===== src/rtl/fct_pkg.sv =====
// shared types and constants for the frustum cull test block
`timescale 1ns / 1ps
`default_nettype none

package fct_pkg;

    localparam int NUM_PLANES = 6;
    localparam int COORD_W    = 16;
    localparam int RAD_W      = 15;
    localparam int NORM_FRAC  = 14;
    localparam int PLANE_W    = 4 * COORD_W;
    localparam int CFG_IDX_W  = 3;
    localparam int PROD_W     = 2 * COORD_W;
    localparam int TERM_W     = COORD_W + NORM_FRAC;
    localparam int BIAS_W     = TERM_W + 1;
    localparam int ACC_W      = PROD_W + 2;
    localparam int LATENCY    = 3;

    typedef logic signed [COORD_W-1:0] t_coord;
    typedef logic [PLANE_W-1:0]        t_plane;

    typedef enum logic {
        ACT_BOX    = 1'b0,
        ACT_SPHERE = 1'b1
    } t_action;

    typedef struct packed {
        t_action          action;
        t_coord [2:0]     box_min;
        t_coord [2:0]     box_max;
        t_coord [2:0]     center;
        logic [RAD_W-1:0] radius;
    } t_item;

endpackage

`default_nettype wire


===== src/rtl/fct_plane_unit.sv =====
// one frustum plane: operand select, products, then exact sum and sign test
`timescale 1ns / 1ps
`default_nettype none

module fct_plane_unit (
    input  wire logic           i_clk,
    input  wire fct_pkg::t_plane i_plane,
    input  wire fct_pkg::t_item  i_item,
    output logic                o_pass
);
    import fct_pkg::*;

    logic signed [COORD_W-1:0] norm_c [3];
    logic signed [COORD_W-1:0] opnd   [3];
    logic signed [PROD_W-1:0]  n_prod [3];
    logic signed [PROD_W-1:0]  r_prod [3];
    logic signed [COORD_W-1:0] offs;
    logic signed [TERM_W-1:0]  offs_term;
    logic signed [TERM_W-1:0]  rad_term;
    logic signed [BIAS_W-1:0]  n_bias;
    logic signed [BIAS_W-1:0]  r_bias;
    logic signed [ACC_W-1:0]   acc;

    always_comb begin
        for (int a = 0; a < 3; a++) begin
            norm_c[a] = $signed(i_plane[a*COORD_W +: COORD_W]);
            // positive vertex: a non-negative normal picks the max corner
            if (i_item.action == ACT_SPHERE) begin
                opnd[a] = $signed(i_item.center[a]);
            end else if (norm_c[a][COORD_W-1]) begin
                opnd[a] = $signed(i_item.box_min[a]);
            end else begin
                opnd[a] = $signed(i_item.box_max[a]);
            end
            n_prod[a] = PROD_W'(norm_c[a]) * PROD_W'(opnd[a]);
        end
        offs      = $signed(i_plane[3*COORD_W +: COORD_W]);
        offs_term = $signed({offs, {NORM_FRAC{1'b0}}});
        if (i_item.action == ACT_SPHERE) begin
            rad_term = $signed({1'b0, i_item.radius, {NORM_FRAC{1'b0}}});
        end else begin
            rad_term = '0;
        end
        n_bias = BIAS_W'(offs_term) + BIAS_W'(rad_term);
    end

    always_ff @(posedge i_clk) begin
        for (int a = 0; a < 3; a++) begin
            r_prod[a] <= n_prod[a];
        end
        r_bias <= n_bias;
    end

    always_comb begin
        acc = ACC_W'(r_prod[0]) + ACC_W'(r_prod[1]) + ACC_W'(r_prod[2]) + ACC_W'(r_bias);
        // zero distance counts as inside
        o_pass = ~acc[ACC_W-1];
    end

endmodule

`default_nettype wire


===== config.mk =====
export PLATFORM = sky130hd
export DESIGN_NAME = fct_plane_unit
export DESIGN_NICKNAME = d
export VERILOG_FILES = /design/src/rtl/fct_pkg.sv /design/src/rtl/fct_plane_unit.sv
export SDC_FILE = /design/constraint.sdc
export NUM_CORES = 2
export LEC_CHECK = 0
export BUFFER_PORTS_ARGS = -buffer_cell sky130_fd_sc_hd__buf_2
export CORE_MARGIN = 2
export CORE_UTILIZATION = 40
export DETAILED_ROUTE_END_ITERATION = 10
export PLACE_DENSITY = 0.67
export SLEW_MARGIN = 20
export SYNTH_ARGS = -nofsm -noshare
export SYNTH_HDL_FRONTEND = slang
export SYNTH_SLANG_ARGS = --single-unit

===== constraint.sdc =====
create_clock -name i_clk -period 13.85 [get_ports i_clk]
set_input_delay 2.0775 -clock i_clk [delete_from_list [all_inputs] [get_ports i_clk]]
set_output_delay 2.0775 -clock i_clk [all_outputs]
set_load 0.05 [all_outputs]

==> results.md <==
* RSZ-0062 raised after global routing: no
* Top cell type by total area after synthesis: fa_1
* Yosys warns at 0
* PortBufs at 225
* Chip width at 300.7 um
* Via-per-instance ratio at 4.915
* Final Critical Period at 9.109 ns
* Reg area at 0.002262 mm2
* Final #Nets at 5,283
* 1st-pass router iterations at 5
* Slew @ Worst Pin at 1.043 ns
* Fmax at 109.8 MHz
* Worst min path class: in2reg
* Final setup vio count at 0
* Via count at 24,990
* Area Overhead vs Synth at 8.732%
* Synthesized Nets at 5,115
* Wirelength, routed at 81.41 mm
* Critical Path RT at 14.21 ns
* # clock sinks at 113
* Worst path arrival time at 9.47 ns
* Dpl hpwl at 70.06 mm
* Post-synthesis cell type count at 63
* Crit end category: flop
* Die Y at 300.7 um
* Fin. Hold Viols at 0
* Slew HR at 30.47%
* FF+latch count, synth at 113
* Detail Route Antenna Nets at 0
* Clock buffer depth at 2
* First-pass GRT wire length at 137.7 mm
* Synthesized instance count at 3,749
* Async S/R FF share, synth at 0%
* Synth area leaders: fa_1, ha_1, inv_1
* Overflow after GRT at 0
* Largest net degree at the start of global routing at 71
* Max Transition Viols Final at 0
* Most common cell in the netlist: inv_1
* CTS tree: built
* Multi-input gate area at 0.02922 mm2
* Ant diodes at 0
* Number of cells on the worst hold path at 2
* Die area at 0.09041 mm2
* Initial antenna violation count at 13
* Syn Area/Cell at 9.391 um2
* Initial drt markers at 1,121
* Vias in the first global route at 27,140
* Crit path launch type: input pin
* Initial Util at 40.46%
* DRC viols at 0
* # hold bufs at CTS at 0
* Number of placement rows at 108
* Root buf cell: clkbuf_16
* Crit-path max FO at 70
* CORE AREA at 0.08702 mm2
* H-tree levels at 4
* Max_cap viols at 0
* Fin Setup TNS at 0 ns
* WL/cell at 16.01 um
* Period utilization at 65.77%
* # Post-CTS Setup Buffers at 0
* WS Path Type: in2reg
* Final GP Congestion at 0.8569
* Post-synth EDFFs at 0
* Top-Level Pins at 226
* CTS clock-pin slew for the worst setup and hold paths at 0.07 ns
* Post-Syn Area at 0.03521 mm2
* Outcome: completed
* Top cells by count, synth: inv_1, fa_1, nand2_1, ha_1, nor2b_1
* Final Cell Area at 0.03828 mm2
* Yosys top cell area share at 47.59%
* Cell Area, Placed at 0.03767 mm2
* Primary FF master, synth: dfxtp_1
* Filler cell count at 8,472
* Cts repair resizes at 0
* Register area share after synthesis at 6.425%
* Number of buffers created by CTS at 17
* Share of post-route cells with drive strength above 1 at 8.473%
* GRT Resource Usage Total at 19.12%
[worst paths after layout]
path / endpoint / from
worst max-delay path: r_prod[0][31] / i_item[159]
worst min-delay path: r_bias[29] / i_plane[63]
[cell families after synthesis]
family          Yosys count  synth area share, %
compound gates          314                5.654
simple gates           1014                14.48
xor+xnor                121                3.010
fa+ha+maj              1141                58.40
mux                      48                1.365
buf+inv                 998                10.67
flops                   113                6.425
[metrics by stage]
stage | instances | hold WS [ns] | setup WS [ns] | util [%]
finish | 5085 | 1.859 | 4.741 | 43.99
global route | 5085 | 1.852 | 4.272 | 43.99
CTS | 5085 | 1.840 | 4.418 | 43.98
detailed placement | 5053 | 2.292 | 3.975 | 43.29
global placement | 5053 | 2.304 | 4.078 | 43.29
floorplan | 3749 | 2.174 | 4.999 | -
[layer usage]
metal / global-route usage [%] / up-vias / part of all wire (%)
li1: - / 11470 / -
met1: 24.58 / 12840 / 41
met2: 33.62 / 536 / 51
met3: 1.847 / 144 / 3.6
met4: 6.752 / 4 / 4.0
met5: 0 / - / 0.037
[critical path, stage by stage]
cell and delay [ns]:
buf_4 0.57, buf_4 0.57, nor2_1 0.12, a21oi_2 0.57, nor2b_1 0.16, fa_1 0.58, fa_1 0.43, fa_1 0.51
fa_1 0.42, fa_1 0.51, inv_1 0.05, fa_1 0.47, inv_1 0.04, ha_1 0.35, a21o_1 0.19, a21o_1 0.17
a21oi_1 0.25, nor2_1 0.07, a211o_1 0.33, o41a_1 0.36, a31o_1 0.24, o41ai_2 0.24, xnor2_1 0.16
[cells in the final DEF, fill, tap and decap left out, drive strengths merged, types with 13 or more instances in the layout]
cell type and instances:
nand2b 41, clkbuf 17, nor2 103, buf 269
xnor2 101, dfxtp 113, nand2 379, nor2b 209
o21bai 20, nand3 26, mux2i 48, fa 837
xor2 20, o21a 13, and2 196, inv 886
or2 15, ha 304, o21ai 82, a21oi 99
nor3 13, a21o 31
[registers in the layout, indices dropped and copies added, names as in the netlist]
register,flops
r_prod,96
r_bias,17
[final cells by class]
type                       count  share of cell area (%)
multi-input combinational   2638                   76.33
inverter                     878                   8.609
sequential                   113                   5.909
timing repair buffer         269                   3.811
tap                         1155                   3.775
clock buffer                  17                   1.111
clock inverter                15                  0.4543
Power is not shown: default switching activity piles up to over one toggle a cycle in this logic, so the estimate is an artifact.
